==> src/sv/delta_list_timer_queue_core_assert.svh <==
// Assertion macros for the delta list timer queue core.
// Included by the top level; the macros expect i_clk and i_rst_n in scope.
`ifndef DELTA_LIST_TIMER_QUEUE_CORE_ASSERT_SVH
`define DELTA_LIST_TIMER_QUEUE_CORE_ASSERT_SVH

// Same-cycle implication, checked only outside reset.
`define DLTQ_ASSERT_IMP(label, ante, cons, msg) \
    label: assert property (@(posedge i_clk) disable iff (!i_rst_n) (ante) |-> (cons)) \
        else $error(msg);

// Next-cycle implication, checked only outside reset.
`define DLTQ_ASSERT_NXT(label, ante, cons, msg) \
    label: assert property (@(posedge i_clk) disable iff (!i_rst_n) (ante) |=> (cons)) \
        else $error(msg);

`endif

==> src/sv/dltq_pkg.sv <==
// Shared types and constants for the delta list timer queue core.
// No dependencies; used by delta_list_timer_queue_core.
package dltq_pkg;

    // Default pool size, register reset values and the wait hint for an empty queue.
    localparam int unsigned POOL_ENTRIES_DEF = 16;
    localparam logic [31:0] MAX_WAIT_RST     = 32'd1000;
    localparam logic [7:0]  FIRE_SLACK_RST   = 8'd2;
    localparam logic [31:0] EMPTY_WAIT       = 32'hFFFF_FFFF;

    // Configuration port address width (two registers at byte addresses 0 and 4).
    localparam int unsigned APB_ADDR_W = 3;

    // Register select, taken from the word address bit.
    typedef enum logic {
        REG_MAX_WAIT   = 1'b0,
        REG_FIRE_SLACK = 1'b1
    } t_reg_sel;

    // Item function codes.
    localparam logic FUNC_INSERT = 1'b0;
    localparam logic FUNC_TICK   = 1'b1;

    // Input item.
    typedef struct packed {
        logic        func;
        logic [31:0] elapsed;
        logic [1:0]  task_kind;
        logic [15:0] task_tag;
        logic [31:0] timeout;
        logic [31:0] repeat_interval;
    } t_in_item;

    // Result item.
    typedef struct packed {
        logic        fired;
        logic [1:0]  fired_kind;
        logic [15:0] fired_tag;
        logic [31:0] wait_hint;
        logic [4:0]  queued_count;
        logic        dropped;
    } t_out_item;

    // Per-entry payload held in the payload memory.
    typedef struct packed {
        logic [1:0]  kind;
        logic [15:0] tag;
        logic [31:0] reload;
    } t_pay_ent;

endpackage

==> src/sv/delta_list_timer_queue_core.sv <==
// Delta list timer queue: a pool of timer entries on a linked ring, serviced by a
// small sequencer around one shared 32-bit subtract and compare unit.
// Depends on dltq_pkg and delta_list_timer_queue_core_assert.svh.
//
// Usage: items enter on i_in_valid/o_in_stall with an i_in_item payload; each item
// yields exactly one result on o_out_valid/i_out_stall with an o_out_item payload.
// Registers max_wait (byte address 0) and fire_slack (byte address 4) are written
// through the APB-style port, which is always ready.
// One item is worked on at a time; o_in_stall is high from acceptance until its
// result has been loaded into the output register.
// Work per item: a tick without firing goes straight to the result; a tick that
//   fires also unlinks the head and reads the next head's delta, then inserts the
//   entry again when it repeats;
//   an insert into an empty or full pool goes straight to the result;
//   an insert behind the head walks the queue, entry by entry, to its place;
//   an insert in front of the head walks the free slots to the slot before the head.
// The walk is set by the single-ported link and delta memories, one read per cycle.
// Reset empties the queue at once; the link ring uses per-slot valid bits, so there
// is no clearing pass. A stalled result is held in the output register while the
// next item is accepted and worked on; that item's result waits until it is taken.
`include "delta_list_timer_queue_core_assert.svh"

module delta_list_timer_queue_core #(
    parameter int unsigned POOL_ENTRIES = dltq_pkg::POOL_ENTRIES_DEF
) (
    input  logic                              i_clk,
    input  logic                              i_rst_n,
    // Item input channel
    input  logic                              i_in_valid,
    output logic                              o_in_stall,
    input  dltq_pkg::t_in_item                i_in_item,
    // Result output channel
    output logic                              o_out_valid,
    input  logic                              i_out_stall,
    output dltq_pkg::t_out_item               o_out_item,
    // Configuration port
    input  logic                              psel,
    input  logic                              penable,
    input  logic                              pwrite,
    input  logic [dltq_pkg::APB_ADDR_W-1:0]   paddr,
    input  logic [31:0]                       pwdata,
    output logic [31:0]                       prdata,
    output logic                              pready
);

    localparam int unsigned SLOT_W = $clog2(POOL_ENTRIES);
    localparam int unsigned CNT_W  = $clog2(POOL_ENTRIES + 1);
    localparam logic [SLOT_W-1:0] LAST_SLOT  = SLOT_W'(POOL_ENTRIES - 1);
    localparam logic [CNT_W-1:0]  FULL_COUNT = CNT_W'(POOL_ENTRIES);

    // Sequencer states, one-hot.
    typedef enum logic [13:0] {
        ST_IDLE    = 14'b00_0000_0000_0001,
        ST_TICK    = 14'b00_0000_0000_0010,
        ST_POP     = 14'b00_0000_0000_0100,
        ST_POP2    = 14'b00_0000_0000_1000,
        ST_INS     = 14'b00_0000_0001_0000,
        ST_INS_T   = 14'b00_0000_0010_0000,
        ST_INS_TN  = 14'b00_0000_0100_0000,
        ST_PRED    = 14'b00_0000_1000_0000,
        ST_WALK_B  = 14'b00_0001_0000_0000,
        ST_WALK_C  = 14'b00_0010_0000_0000,
        ST_SPLIT   = 14'b00_0100_0000_0000,
        ST_LINK_T  = 14'b00_1000_0000_0000,
        ST_LINK_P  = 14'b01_0000_0000_0000,
        ST_DONE    = 14'b10_0000_0000_0000
    } t_state;

    // Control registers
    t_state             r_state, n_state;
    logic [SLOT_W-1:0]  r_head, n_head;
    logic [SLOT_W-1:0]  r_tail, n_tail;
    logic [CNT_W-1:0]   r_count, n_count;
    logic               r_out_vld;
    logic [31:0]        r_max_wait;
    logic [7:0]         r_fire_slack;
    logic [POOL_ENTRIES-1:0] r_lnk_vld;

    // Datapath registers
    logic [31:0]        r_head_dly, n_head_dly;
    logic [1:0]         r_ins_kind, n_ins_kind;
    logic [15:0]        r_ins_tag, n_ins_tag;
    logic [31:0]        r_ins_tmo, n_ins_tmo;
    logic [31:0]        r_ins_rld, n_ins_rld;
    logic [31:0]        r_elapsed, n_elapsed;
    logic [SLOT_W-1:0]  r_t, n_t;
    logic [SLOT_W-1:0]  r_tnext, n_tnext;
    logic [SLOT_W-1:0]  r_prev, n_prev;
    logic [SLOT_W-1:0]  r_pred, n_pred;
    logic [SLOT_W-1:0]  r_succ, n_succ;
    logic [31:0]        r_rem, n_rem;
    logic [CNT_W-1:0]   r_k, n_k;
    logic               r_front, n_front;
    logic               r_last, n_last;
    logic               r_fired, n_fired;
    logic [1:0]         r_fkind, n_fkind;
    logic [15:0]        r_ftag, n_ftag;
    logic               r_dropped, n_dropped;
    dltq_pkg::t_out_item r_out, n_out;

    // Memories and their registered read data
    logic [31:0]        m_delta [POOL_ENTRIES];
    dltq_pkg::t_pay_ent m_pay   [POOL_ENTRIES];
    logic [SLOT_W-1:0]  m_link  [POOL_ENTRIES];
    logic [31:0]        r_delta_rd;
    dltq_pkg::t_pay_ent r_pay_rd;
    logic [SLOT_W-1:0]  r_link_rd;

    // Memory port controls
    logic               dly_re, dly_we;
    logic [SLOT_W-1:0]  dly_ra, dly_wa;
    logic [31:0]        dly_wd;
    logic               pay_re, pay_we;
    logic [SLOT_W-1:0]  pay_ra, pay_wa;
    dltq_pkg::t_pay_ent pay_wd;
    logic               lnk_re, lnk_we;
    logic [SLOT_W-1:0]  lnk_ra, lnk_wa, lnk_wd;
    logic [SLOT_W-1:0]  lnk_ra_next;

    // Shared subtract and compare unit
    logic [31:0]        sub_a, sub_b, sub_diff;
    logic               sub_borrow;
    logic [31:0]        tick_dly;
    logic               fire_hit;
    logic               out_load;
    logic               cfg_wr;

    // Handshakes
    assign o_in_stall  = (r_state != ST_IDLE);
    assign o_out_valid = r_out_vld;
    assign o_out_item  = r_out;
    assign pready      = 1'b1;
    assign cfg_wr      = psel && penable && pwrite;

    // Configuration registers.
    always_ff @(posedge i_clk) begin
        if (!i_rst_n) begin
            r_max_wait   <= dltq_pkg::MAX_WAIT_RST;
            r_fire_slack <= dltq_pkg::FIRE_SLACK_RST;
        end else if (cfg_wr) begin
            case (dltq_pkg::t_reg_sel'(paddr[2]))
                dltq_pkg::REG_MAX_WAIT:   r_max_wait   <= pwdata;
                dltq_pkg::REG_FIRE_SLACK: r_fire_slack <= pwdata[7:0];
                default: ;
            endcase
        end
    end

    // Register read-back.
    always_comb begin
        case (dltq_pkg::t_reg_sel'(paddr[2]))
            dltq_pkg::REG_MAX_WAIT:   prdata = r_max_wait;
            dltq_pkg::REG_FIRE_SLACK: prdata = {24'd0, r_fire_slack};
            default:                  prdata = '0;
        endcase
    end

    // Operand selection for the shared unit, by sequencer state.
    always_comb begin
        sub_a = r_head_dly;
        sub_b = r_elapsed;
        case (r_state)
            ST_TICK: begin
                sub_a = r_head_dly;
                sub_b = r_elapsed;
            end
            ST_INS_TN: begin
                sub_a = r_ins_tmo;
                sub_b = r_head_dly;
            end
            ST_PRED: begin
                sub_a = r_head_dly;
                sub_b = r_ins_tmo;
            end
            ST_WALK_C: begin
                sub_a = r_rem;
                sub_b = r_delta_rd;
            end
            ST_SPLIT: begin
                sub_a = r_delta_rd;
                sub_b = r_rem;
            end
            ST_DONE: begin
                sub_a = r_max_wait;
                sub_b = r_head_dly;
            end
            default: ;
        endcase
    end

    // A borrow means sub_a is below sub_b.
    assign {sub_borrow, sub_diff} = {1'b0, sub_a} - {1'b0, sub_b};

    // Saturated head remainder after a tick, and the firing test against the slack.
    assign tick_dly = sub_borrow ? '0 : sub_diff;
    assign fire_hit = (tick_dly[31:8] == '0) && (tick_dly[7:0] <= r_fire_slack);

    // Payload written for a new entry always comes from the insert operands.
    always_comb begin
        pay_wd.kind   = r_ins_kind;
        pay_wd.tag    = r_ins_tag;
        pay_wd.reload = r_ins_rld;
    end

    // Result assembled from the finished item.
    always_comb begin
        n_out.fired        = r_fired;
        n_out.fired_kind   = r_fkind;
        n_out.fired_tag    = r_ftag;
        n_out.queued_count = 5'(r_count);
        n_out.dropped      = r_dropped;
        if (r_count == '0) begin
            n_out.wait_hint = dltq_pkg::EMPTY_WAIT;
        end else if (sub_borrow) begin
            n_out.wait_hint = r_max_wait;
        end else begin
            n_out.wait_hint = r_head_dly;
        end
    end

    // Sequencer.
    always_comb begin
        n_state    = r_state;
        n_head     = r_head;
        n_tail     = r_tail;
        n_count    = r_count;
        n_head_dly = r_head_dly;
        n_ins_kind = r_ins_kind;
        n_ins_tag  = r_ins_tag;
        n_ins_tmo  = r_ins_tmo;
        n_ins_rld  = r_ins_rld;
        n_elapsed  = r_elapsed;
        n_t        = r_t;
        n_tnext    = r_tnext;
        n_prev     = r_prev;
        n_pred     = r_pred;
        n_succ     = r_succ;
        n_rem      = r_rem;
        n_k        = r_k;
        n_front    = r_front;
        n_last     = r_last;
        n_fired    = r_fired;
        n_fkind    = r_fkind;
        n_ftag     = r_ftag;
        n_dropped  = r_dropped;
        dly_re     = 1'b0;
        dly_ra     = r_link_rd;
        dly_we     = 1'b0;
        dly_wa     = r_head;
        dly_wd     = sub_diff;
        pay_re     = 1'b0;
        pay_ra     = r_head;
        pay_we     = 1'b0;
        pay_wa     = r_t;
        lnk_re     = 1'b0;
        lnk_ra     = r_tail;
        lnk_we     = 1'b0;
        lnk_wa     = r_tail;
        lnk_wd     = r_t;
        out_load   = 1'b0;

        case (r_state)
            // Take a new item and latch its operands.
            ST_IDLE: begin
                if (i_in_valid) begin
                    n_ins_kind = i_in_item.task_kind;
                    n_ins_tag  = i_in_item.task_tag;
                    n_ins_tmo  = i_in_item.timeout;
                    n_ins_rld  = i_in_item.repeat_interval;
                    n_elapsed  = i_in_item.elapsed;
                    n_fired    = 1'b0;
                    n_fkind    = '0;
                    n_ftag     = '0;
                    n_dropped  = 1'b0;
                    n_state    = (i_in_item.func == dltq_pkg::FUNC_TICK) ? ST_TICK : ST_INS;
                end
            end

            // Lower the head remainder and decide whether the head fires.
            ST_TICK: begin
                if (r_count == '0) begin
                    n_state = ST_DONE;
                end else begin
                    dly_we     = 1'b1;
                    dly_wa     = r_head;
                    dly_wd     = tick_dly;
                    n_head_dly = tick_dly;
                    if (fire_hit) begin
                        pay_re  = 1'b1;
                        pay_ra  = r_head;
                        lnk_re  = 1'b1;
                        lnk_ra  = r_head;
                        n_state = ST_POP;
                    end else begin
                        n_state = ST_DONE;
                    end
                end
            end

            // Unlink the head and report it; fetch the new head's delta.
            ST_POP: begin
                n_head  = r_link_rd;
                n_count = r_count - CNT_W'(1);
                n_fired = 1'b1;
                n_fkind = r_pay_rd.kind;
                n_ftag  = r_pay_rd.tag;
                dly_re  = 1'b1;
                dly_ra  = r_link_rd;
                n_state = ST_POP2;
            end

            // Cache the new head delta and re-queue a repeating entry.
            ST_POP2: begin
                n_head_dly = r_delta_rd;
                if (r_pay_rd.reload != '0) begin
                    n_ins_kind = r_pay_rd.kind;
                    n_ins_tag  = r_pay_rd.tag;
                    n_ins_tmo  = r_pay_rd.reload;
                    n_ins_rld  = r_pay_rd.reload;
                    n_state    = ST_INS;
                end else begin
                    n_state = ST_DONE;
                end
            end

            // Insert: full pool, empty queue, or fetch the first free slot.
            ST_INS: begin
                n_front = 1'b0;
                if (r_count == FULL_COUNT) begin
                    n_dropped = 1'b1;
                    n_state   = ST_DONE;
                end else if (r_count == '0) begin
                    pay_we     = 1'b1;
                    pay_wa     = r_head;
                    dly_we     = 1'b1;
                    dly_wa     = r_head;
                    dly_wd     = r_ins_tmo;
                    n_tail     = r_head;
                    n_count    = CNT_W'(1);
                    n_head_dly = r_ins_tmo;
                    n_state    = ST_DONE;
                end else begin
                    lnk_re  = 1'b1;
                    lnk_ra  = r_tail;
                    n_state = ST_INS_T;
                end
            end

            // The free slot is known: store its payload and fetch its link.
            ST_INS_T: begin
                n_t     = r_link_rd;
                pay_we  = 1'b1;
                pay_wa  = r_link_rd;
                lnk_re  = 1'b1;
                lnk_ra  = r_link_rd;
                n_state = ST_INS_TN;
            end

            // Take the slot off the free ring and choose front or walk.
            ST_INS_TN: begin
                n_tnext = r_link_rd;
                lnk_we  = 1'b1;
                lnk_wa  = r_tail;
                lnk_wd  = r_link_rd;
                if (sub_borrow) begin
                    n_pred  = r_tail;
                    n_state = ST_PRED;
                end else begin
                    n_rem  = sub_diff;
                    n_prev = r_head;
                    n_k    = '0;
                    if (r_count == CNT_W'(1)) begin
                        n_succ  = r_link_rd;
                        n_last  = 1'b1;
                        n_state = ST_LINK_T;
                    end else begin
                        lnk_re  = 1'b1;
                        lnk_ra  = r_head;
                        n_state = ST_WALK_B;
                    end
                end
            end

            // Walk the ring from the tail to the slot just before the head.
            ST_PRED: begin
                if (r_link_rd == r_head) begin
                    lnk_we  = 1'b1;
                    lnk_wa  = r_pred;
                    lnk_wd  = r_t;
                    dly_we  = 1'b1;
                    dly_wa  = r_head;
                    dly_wd  = sub_diff;
                    n_rem   = r_ins_tmo;
                    n_succ  = r_head;
                    n_front = 1'b1;
                    n_state = ST_LINK_T;
                end else begin
                    n_pred = r_link_rd;
                    lnk_re = 1'b1;
                    lnk_ra = r_link_rd;
                end
            end

            // Successor slot known: fetch its delta.
            ST_WALK_B: begin
                dly_re  = 1'b1;
                dly_ra  = r_link_rd;
                n_state = ST_WALK_C;
            end

            // Compare the remainder with the successor delta and step on.
            ST_WALK_C: begin
                if (sub_borrow) begin
                    n_state = ST_SPLIT;
                end else begin
                    n_rem  = sub_diff;
                    n_prev = r_link_rd;
                    n_k    = r_k + CNT_W'(1);
                    if ((r_k + CNT_W'(2)) == r_count) begin
                        n_succ  = r_tnext;
                        n_last  = 1'b1;
                        n_state = ST_LINK_T;
                    end else begin
                        lnk_re  = 1'b1;
                        lnk_ra  = r_link_rd;
                        n_state = ST_WALK_B;
                    end
                end
            end

            // Reduce the successor's delta by the new entry's delta.
            ST_SPLIT: begin
                dly_we  = 1'b1;
                dly_wa  = r_link_rd;
                dly_wd  = sub_diff;
                n_succ  = r_link_rd;
                n_last  = 1'b0;
                n_state = ST_LINK_T;
            end

            // Write the new entry's delta and link.
            ST_LINK_T: begin
                dly_we = 1'b1;
                dly_wa = r_t;
                dly_wd = r_rem;
                lnk_we = 1'b1;
                lnk_wa = r_t;
                lnk_wd = r_succ;
                if (r_front) begin
                    n_head     = r_t;
                    n_head_dly = r_rem;
                    n_count    = r_count + CNT_W'(1);
                    n_state    = ST_DONE;
                end else begin
                    n_state = ST_LINK_P;
                end
            end

            // Point the previous entry at the new one.
            ST_LINK_P: begin
                lnk_we  = 1'b1;
                lnk_wa  = r_prev;
                lnk_wd  = r_t;
                if (r_last) begin
                    n_tail = r_t;
                end
                n_count = r_count + CNT_W'(1);
                n_state = ST_DONE;
            end

            // Hand the result to the output register once it is free.
            ST_DONE: begin
                if (!r_out_vld || !i_out_stall) begin
                    out_load = 1'b1;
                    n_state  = ST_IDLE;
                end
            end

            default: begin
                n_state = ST_IDLE;
            end
        endcase
    end

    // Control state.
    always_ff @(posedge i_clk) begin
        if (!i_rst_n) begin
            r_state   <= ST_IDLE;
            r_head    <= '0;
            r_tail    <= '0;
            r_count   <= '0;
            r_out_vld <= 1'b0;
        end else begin
            r_state <= n_state;
            r_head  <= n_head;
            r_tail  <= n_tail;
            r_count <= n_count;
            if (out_load) begin
                r_out_vld <= 1'b1;
            end else if (!i_out_stall) begin
                r_out_vld <= 1'b0;
            end
        end
    end

    // Datapath registers.
    always_ff @(posedge i_clk) begin
        r_head_dly <= n_head_dly;
        r_ins_kind <= n_ins_kind;
        r_ins_tag  <= n_ins_tag;
        r_ins_tmo  <= n_ins_tmo;
        r_ins_rld  <= n_ins_rld;
        r_elapsed  <= n_elapsed;
        r_t        <= n_t;
        r_tnext    <= n_tnext;
        r_prev     <= n_prev;
        r_pred     <= n_pred;
        r_succ     <= n_succ;
        r_rem      <= n_rem;
        r_k        <= n_k;
        r_front    <= n_front;
        r_last     <= n_last;
        r_fired    <= n_fired;
        r_fkind    <= n_fkind;
        r_ftag     <= n_ftag;
        r_dropped  <= n_dropped;
        if (out_load) begin
            r_out <= n_out;
        end
    end

    // Delta memory.
    always_ff @(posedge i_clk) begin
        if (dly_we) begin
            m_delta[dly_wa] <= dly_wd;
        end
        if (dly_re) begin
            r_delta_rd <= m_delta[dly_ra];
        end
    end

    // Payload memory: kind, tag and reload of each entry.
    always_ff @(posedge i_clk) begin
        if (pay_we) begin
            m_pay[pay_wa] <= pay_wd;
        end
        if (pay_re) begin
            r_pay_rd <= m_pay[pay_ra];
        end
    end

    // Link memory; a slot never written reads as the next slot round the ring.
    assign lnk_ra_next = (lnk_ra == LAST_SLOT) ? '0 : lnk_ra + SLOT_W'(1);

    always_ff @(posedge i_clk) begin
        if (lnk_we) begin
            m_link[lnk_wa] <= lnk_wd;
        end
        if (lnk_re) begin
            r_link_rd <= r_lnk_vld[lnk_ra] ? m_link[lnk_ra] : lnk_ra_next;
        end
    end

    // Link valid bits, cleared at reset to restore the initial ring.
    always_ff @(posedge i_clk) begin
        if (!i_rst_n) begin
            r_lnk_vld <= '0;
        end else if (lnk_we) begin
            r_lnk_vld[lnk_wa] <= 1'b1;
        end
    end

    // Checks on the sequencer's bookkeeping.
    `DLTQ_ASSERT_IMP(a_count_bound, 1'b1, r_count <= FULL_COUNT, "entry count exceeds the pool")
    `DLTQ_ASSERT_IMP(a_drop_full, out_load && r_dropped, r_count == FULL_COUNT, "drop with free slots")
    `DLTQ_ASSERT_IMP(a_walk_range, r_state == ST_WALK_B || r_state == ST_WALK_C, (r_k + CNT_W'(1)) < r_count, "walk ran past the tail")
    `DLTQ_ASSERT_NXT(a_pop_dec, r_state == ST_POP, r_count == $past(r_count) - CNT_W'(1), "pop did not shrink the queue")

endmodule
==> config.mk <==
export PLATFORM = sky130hd
export DESIGN_NAME = delta_list_timer_queue_core
export DESIGN_NICKNAME = d
export VERILOG_FILES = /design/src/sv/dltq_pkg.sv /design/src/sv/delta_list_timer_queue_core.sv
export VERILOG_INCLUDE_DIRS = /design/src /design/src/sv
export SDC_FILE = /design/constraint.sdc
export NUM_CORES = 2
export LEC_CHECK = 0
export BUFFER_PORTS_ARGS = -buffer_cell sky130_fd_sc_hd__clkbuf_2
export CAP_MARGIN = 20
export CELL_PAD_IN_SITES_DETAIL_PLACEMENT = 0
export CELL_PAD_IN_SITES_GLOBAL_PLACEMENT = 1
export CORE_UTILIZATION = 47
export CTS_CLUSTER_SIZE = 8
export DETAILED_ROUTE_END_ITERATION = 7
export PLACE_DENSITY_LB_ADDON = 0.1
export SLEW_MARGIN = 20
export SYNTH_ARGS = -nofsm -noshare
export SYNTH_HDL_FRONTEND = slang
export SYNTH_SLANG_ARGS = --single-unit
==> constraint.sdc <==
create_clock -name i_clk -period 20.1 [get_ports i_clk]
set_clock_uncertainty 0.2 [all_clocks]
set_input_delay 3.015 -clock i_clk [delete_from_list [all_inputs] [get_ports i_clk]]
set_output_delay 3.015 -clock i_clk [all_outputs]
set_load 0.05 [all_outputs]
# Yosys cells after proc, flatten, opt, wreduce, memory -nomap -nowiden
# Memory sizes are Yosys's and may differ from the RTL's. A register that Yosys moved wholly into a read port is not among the register bits.
# Cells that the tools add are included.
[word_totals] ff_bits=370 latchBits=0 ramBits=1376 romBits=0 inputBits=157 out_inout_bits=92 word_cells=264 mem_count=3
[memory_table] memory="m_pay" depth=16 width=50 read_ports=1 rd_ports_with_merged_regs=1 wr=1 line="delta_list_timer_queue_core.sv:103" source="dltq_pkg::t_pay_ent m_pay [POOL_ENTRIES];"
[memory_table] memory="m_delta" depth=16 width=32 read_ports=1 rd_ports_with_merged_regs=1 wr=1 line="delta_list_timer_queue_core.sv:102" source="logic [31:0] m_delta [POOL_ENTRIES];"
[memory_table] memory="m_link" depth=16 width=4 read_ports=1 rd_ports_with_merged_regs=0 wr=1 line="delta_list_timer_queue_core.sv:104" source="logic [SLOT_W-1:0] m_link [POOL_ENTRIES];"
[op_classes] add_sub_neg=6 multipliers=0 div=0 order_cmp=4 n_eq_ne=38 n_shift=0 n_mux=132 bitwise_logic=2 n_reduce_logical=45
[ops] operator="two-way mux 32 bit" n=14
[ops] operator="case mux 32 bit (4 select lines)" n=3
[ops] operator="case mux 32 bit (2 select lines)" n=4
[ops] operator="case mux 14 bit (14 select lines)" n=1
[ops] operator="two-way mux 14 bit" n=9
[ops] operator="two-way mux 4 bit" n=25
[ops] operator="case mux 32 bit (3 select lines)" n=1
[ops] operator="case mux 16 bit (2 select lines)" n=2
[ops] operator="case mux 4 bit (2 select lines)" n=7
[ops] operator="two-way mux 12 bit" n=4
[ops] operator="two-way mux 16 bit" n=3
[ops] operator="inequality test 2 bit, second input constant" n=17
[ops] operator="two-way mux 1 bit" n=33
[ops] operator="subtractor 32 x 32 -> 33 bit" n=1
[ops] operator="nonzero test 32 bit" n=1
[ops] operator="two-way mux 5 bit" n=6
[ops] operator="zero test 24 bit" n=1
[ops] operator="case mux 4 bit (5 select lines)" n=1
[ops] operator="case mux 5 bit (4 select lines)" n=1
[ops] operator="AND reduction 3 bit" n=6
[ops] operator="nonzero test 2 bit" n=9
[ops] operator="bitwise OR 16 bit" n=1
[ops] operator="case mux 4 bit (4 select lines)" n=1
[ops] operator="== test 14 x 1 -> 1 bit, second input constant" n=1
[ops] operator="other kinds (50)" n=75

# Logic depth before layout (Yosys ltp)
[logic_depth] depth_word=13 mapped_depth=40 ltp_nobuf=35

# Worst setup path before layout
# Ideal clock, no wire load.
[synth_path] path_type="register to register" start="reg r_state[1]" end="reg r_link_rd[1], in the netlist dly_ra[1], data pin" arrival_time_ns=8.696 required_ns=19.640 slack_ns=10.944 stages_incl_launch_ff=34 synth_period_minus_slack_ns=9.156 path_cell_list="dfxtp_1 -> nor4_1 -> nand3_1 -> or3_1 -> nor3b_1 -> or3_1 -> or2_2 -> clkbuf_1 -> buf_1 -> nand3_1 -> o21ai_0 -> ha_1 -> clkbuf_1 -> a21o_1 -> a21o_1 -> a21oi_1 -> nor2_1 -> a211oi_1 -> o31a_1 -> clkbuf_1 -> clkbuf_1 -> nor2_1 -> ha_1 -> nand3_1 -> nor2_1 -> nand3_1 -> or4b_1 -> a31oi_1 -> and2_1 -> o21ai_0 -> nand2_1 -> nand4_1 -> nand4_1 -> mux2_2"
[synth_via] elab_chain_cells=13
[synth_rtl] element="start, declared" line="delta_list_timer_queue_core.sv:70" source="t_state r_state, n_state;"
[synth_rtl] element="start signal, assigned" line="delta_list_timer_queue_core.sv:494" source="r_state <= n_state;"
[synth_rtl] element="== test 14 bit / == test 14 x 7 -> 1 bit (equally long branches)" line="delta_list_timer_queue_core.sv:162, delta_list_timer_queue_core.sv:262"
[synth_rtl] element="OR reduction 2 bit (no line)"
[synth_rtl] element="case mux 32 bit (4 select lines)" line="delta_list_timer_queue_core.sv:162" source="case (r_state)"
[synth_rtl] element="subtractor 32 x 32 -> 33 bit" line="delta_list_timer_queue_core.sv:192" source="assign {sub_borrow, sub_diff} = {1'b0, sub_a} - {1'b0, sub_b};"
[synth_rtl] element="two-way mux 32 bit" line="delta_list_timer_queue_core.sv:195" source="assign tick_dly = sub_borrow ? '0 : sub_diff;"
[synth_rtl] element="<= comparator 8 bit / zero test 24 bit (equally long branches)" line="delta_list_timer_queue_core.sv:196" source="assign fire_hit = (tick_dly[31:8] == '0) && (tick_dly[7:0] <= r_fire_slack);"
[synth_rtl] element="logical AND 1 bit" line="delta_list_timer_queue_core.sv:196"
[synth_rtl] element="two-way mux 4 bit" line="delta_list_timer_queue_core.sv:288" source="if (fire_hit) begin"
[synth_rtl] element="two-way mux 4 bit" line="delta_list_timer_queue_core.sv:281" source="if (r_count == '0) begin"
[synth_rtl] element="case mux 4 bit (5 select lines) (*)" line="delta_list_timer_queue_core.sv:262" source="case (r_state)"
[synth_rtl] element="adder 4 x 1 -> 4 bit, or another cell as far along" line="delta_list_timer_queue_core.sv:553" source="assign lnk_ra_next = (lnk_ra == LAST_SLOT) ? '0 : lnk_ra + SLOT_W'(1);"
[synth_rtl] element="two-way mux 4 bit / two-way mux 1 bit (equally long branches)" line="delta_list_timer_queue_core.sv:553, delta_list_timer_queue_core.sv:560"
[synth_rtl] element="two-way mux 4 bit (*)" line="delta_list_timer_queue_core.sv:560" source="r_link_rd <= r_lnk_vld[lnk_ra] ? m_link[lnk_ra] : lnk_ra_next;"
[synth_rtl] element="end signal, assigned" line="delta_list_timer_queue_core.sv:560"
[synth_rtl] element="end, declared" line="delta_list_timer_queue_core.sv:107" source="logic [SLOT_W-1:0] r_link_rd;"
# Mark *: on every way between the ends. The rest lies on a longest branch, timed or not. The select of a mux whose other input is x is not followed.
# A chain may end at the register's enable or synchronous reset.

# Worst setup path after layout
[layout_path] start="reg r_state[2]" end="reg r_link_rd[1], in the netlist dly_ra[1], data pin"
# Same word-level chain as after synthesis.

==> impl_metrics.json <==
{
  "status": "completed",
  "grt_overflow": 0,
  "dieHeight_um": 401.6,
  "yosysSeqAreaShare": 0.7202,
  "ys_warn_count": 0,
  "pwr-share-seq": 0.498,
  "r2r_cells": 34,
  "syn_to_final_growth_pct": 15.47,
  "start_util": 0.4739,
  "hold_class": "register to register",
  "grt_setup_unrepaired": "no",
  "switchingPower_mw": 2.046,
  "met2_usage": 0.4206,
  "p_comb_frac": 0.055,
  "vias": 42868,
  "n_antenna_cell": 0,
  "intPower_mw": 7.072,
  "finalWeightedCongestion": 0.9188,
  "synthArstFlopShare": 0,
  "vias_per_cell": 6.211,
  "hpwl_mm": 125.4,
  "yosysTopAreaCellShare": 0.6978,
  "yosys_most_used_dff": "edfxtp_1",
  "cpPeakStageDelay_ns": 0.93,
  "tritoncts": "built",
  "place_inst": 6551,
  "period_needed_ns": 11.94,
  "synth_cells": 4367,
  "io_buffers": 245,
  "min_period_over_period": 0.5942,
  "grt_start_max_net_pins": 139,
  "critPathKind": "register to register",
  "arrival_ns": 12.34,
  "yosys.area.top_type": "edfxtp_1",
  "io_pins": 249,
  "hold_viol_final": 0,
  "path_common_cell": "buf_4",
  "firstDrtPassIters": 8,
  "hold_depth": 0,
  "crit_fanout": 65,
  "ys_seq_elements": 1828,
  "htree_levels": 5,
  "fmaxAchievable_mhz": 83.73,
  "layout-drive-gt1-share": 0.2487,
  "cts-root-buf": "clkbuf_16",
  "synth_edf_count": 1744,
  "setup_viol": 0,
  "drt_wl_total_mm": 214.9,
  "peakVddDrop_v": 0.00009694,
  "synth_area_per_cell_um2": 17.19,
  "cp-start-kind": "register",
  "drt_iter0_markers": 5284,
  "p_per_area_mw_per_mm2": 105.2,
  "grt_pass1_vias": 42192,
  "ant_nets": 0,
  "power_leakage_nw": 28.03,
  "postCtsSetupBuffers": 0,
  "worstReg2RegStart": "r_state[2]$_SDFFE_PN0P_",
  "drc": 0,
  "end_kind": "register",
  "fp.coreArea_mm2": 0.1584,
  "synth_cell_types": 95,
  "antenna_found_initial": 12,
  "slew-limit-headroom": 0.2504,
  "wl_per_cell_um": 31.13,
  "fin_nets": 4964,
  "netlist_area_mm2": 0.07505,
  "met1_usage": 0.3803,
  "cts_hold_buf": 0,
  "die_w_um": 401.6,
  "grt_pass1_wl_mm": 305.7,
  "cts_buffers": 280,
  "slowest_stage": "nand3_2",
  "finalNonFillerCells": 6902,
  "synth.area.top_cells": "edfxtp_1 70%, mux4_2 12%, nand2_1 2.8%, dfxtp_1 2.2%, a22oi_1 1.0%",
  "clk_path_buf_depth": 4,
  "fill_cells": 12459,
  "setup_tns_ns": 0,
  "cts.sinks": 1828,
  "reg2reg_slack_ns": 8.16,
  "startpoint": "r_state[2]$_SDFFE_PN0P_",
  "required_ns": 20.49,
  "p_total_mw": 9.118,
  "drv_slew": 0,
  "postCtsResizedCells": 0,
  "r2r_end": "dly_ra[1]$_DFFE_PP_",
  "busiest_layer": "met2",
  "swShare": 0.2244,
  "core.rowCount": 146,
  "clk_pin_slew_worst_paths_ns": 0.05,
  "min_from": "r_ftag[5]$_SDFFCE_PN0P_",
  "grt_util_all_layers": 0.2662,
  "final_util": 0.5472,
  "die-area_mm2": 0.1613,
  "clock_latency_ns": 0.90,
  "synth_fp_nets": 4570,
  "met3_usage": 0.04589,
  "whs_endpoint": "o_out_item[43]$_DFFE_PP_",
  "power_frac_clock": 0.447,
  "cap_violations": 0,
  "tightestPinTransition_ns": 1.124
}
## metrics by stage
stage | worst slack [ns] | hold WS (ns) | cell area (um^2)
2_1_floorplan | 10.94 | 0.2003 | 75050
3_3_place_gp | 8.261 | 0.2025 | 79190
3_5_place_dp | 8.305 | 0.2045 | 79190
4_1_cts | 8.221 | 0.2099 | 86660
5_1_grt | 7.560 | 0.2153 | 86660
6_report | 8.157 | 0.2031 | 86660
## Yosys cell counts (19+ instances only)
master    count
and2_1       39
a21oi_1     104
nor2_1      204
o21ai_0     148
inv_1        41
dfxtp_1      84
mux2_2       19
buf_1        38
mux2i_1      21
nor3_1       26
nand3_1      97
nand2_1     551
a222oi_1     69
xnor2_1      21
clkbuf_1    205
edfxtp_1   1744
mux4_2      410
nor2b_1      28
o211ai_1     21
nand4_1      30
a22oi_1     104
a31oi_1      39
ha_1         45
## power by group through the flow
stage          clock (mW)  sequential, mW  combinational, mW
2_1_floorplan           0            4.55              0.279
3_3_place_gp            0            4.60              0.495
3_5_place_dp            0            4.60              0.504
4_1_cts              4.15            4.53              0.506
5_1_grt              4.30            4.54              0.546
6_report             4.07            4.54              0.504
## how the worst max path moves through the flow
stage | to | slack, ns
final | dly_ra[1]$_DFFE_PP_ | 8.16
after global routing | dly_ra[1]$_DFFE_PP_ | 7.56
after CTS | dly_ra[1]$_DFFE_PP_ | 8.22
after detailed placement | dly_ra[1]$_DFFE_PP_ | 8.30
after global placement | dly_ra[1]$_DFFE_PP_ | 8.26
after floorplan | dly_ra[1]$_DFFE_PP_ | 10.94
## worst max-delay path, delay by kind of cell, from the launching register on
kind            cells  cell delay (ns)
fa+ha+maj           3             0.99
flops               1             0.36
compound gates     13             2.76
buf+inv             4             1.94
simple gates       12             4.67
mux                 2             0.59
## layout by cell type (no fill, tap or decap), types with 15 or more instances in the layout
cell type     n
dfxtp_1      80
nor3_1       23
nor2b_1      28
nor4_1       15
xnor2_1      21
and2_1       38
clkbuf_1     53
o211ai_1     21
a31oi_1      39
nand2_1     551
mux2i_1      21
mux4_2      410
or2_2        15
inv_1        41
a21oi_1     103
nor2_4       36
o21ai_0     148
ha_1         45
a22oi_1     104
a222oi_1     69
clkbuf_16   285
a211oi_1     16
nand4_1      30
nand3_1      97
nand2b_1     15
buf_4       120
clkbuf_2    245
mux2_2       19
nor2_1      168
edfxtp_1   1744
## layout make-up
| class | count | area (um^2) | share of cell area |
|---|---|---|---|
| multi-input cells | 2239 | 20190 | 0.2330 |
| flip-flops and latches | 1828 | 54070 | 0.6239 |
| well taps | 2072 | 2592 | 0.02991 |
| clock buffers | 338 | 7331 | 0.08459 |
| inverters | 44 | 166.4 | 0.001920 |
| clock inverters | 13 | 136.4 | 0.001574 |
| repair buffers | 368 | 2178 | 0.02514 |
## logic make-up (layout without fill, tap and decap cells)
group	after synthesis	after routing	share of synthesized area
other cells	1	1	0.00004996
buf+inv	300	763	0.01562
simple gates	1080	1080	0.06448
compound gates	622	622	0.05806
xor+xnor	34	34	0.003968
flops	1828	1828	0.7202
mux	456	456	0.1299
fa+ha+maj	46	46	0.007768
## state kept, by name, summed over array words and instances, names as in the netlist, 32 cells and up
signal / flops
r_elapsed: 32
m_link: 64
m_pay: 800
r_ins_rld: 32
r_rem: 32
r_head_dly: 32
o_out_item: 57
r_max_wait: 32
m_delta: 512
r_ins_tmo: 32
r_delta_rd: 32
r_pay_rd: 50
## per-layer routing
| layer | wire length (um) | share of wire | vias up |
|---|---|---|---|
| met5 | 14 | 0.000065 | - |
| met4 | 6076 | 0.028 | 2 |
| met3 | 16560 | 0.077 | 373 |
| met2 | 101800 | 0.47 | 2006 |
| met1 | 90420 | 0.42 | 22201 |
| li1 | - | - | 18286 |
Power figures use the tool's default switching activity.
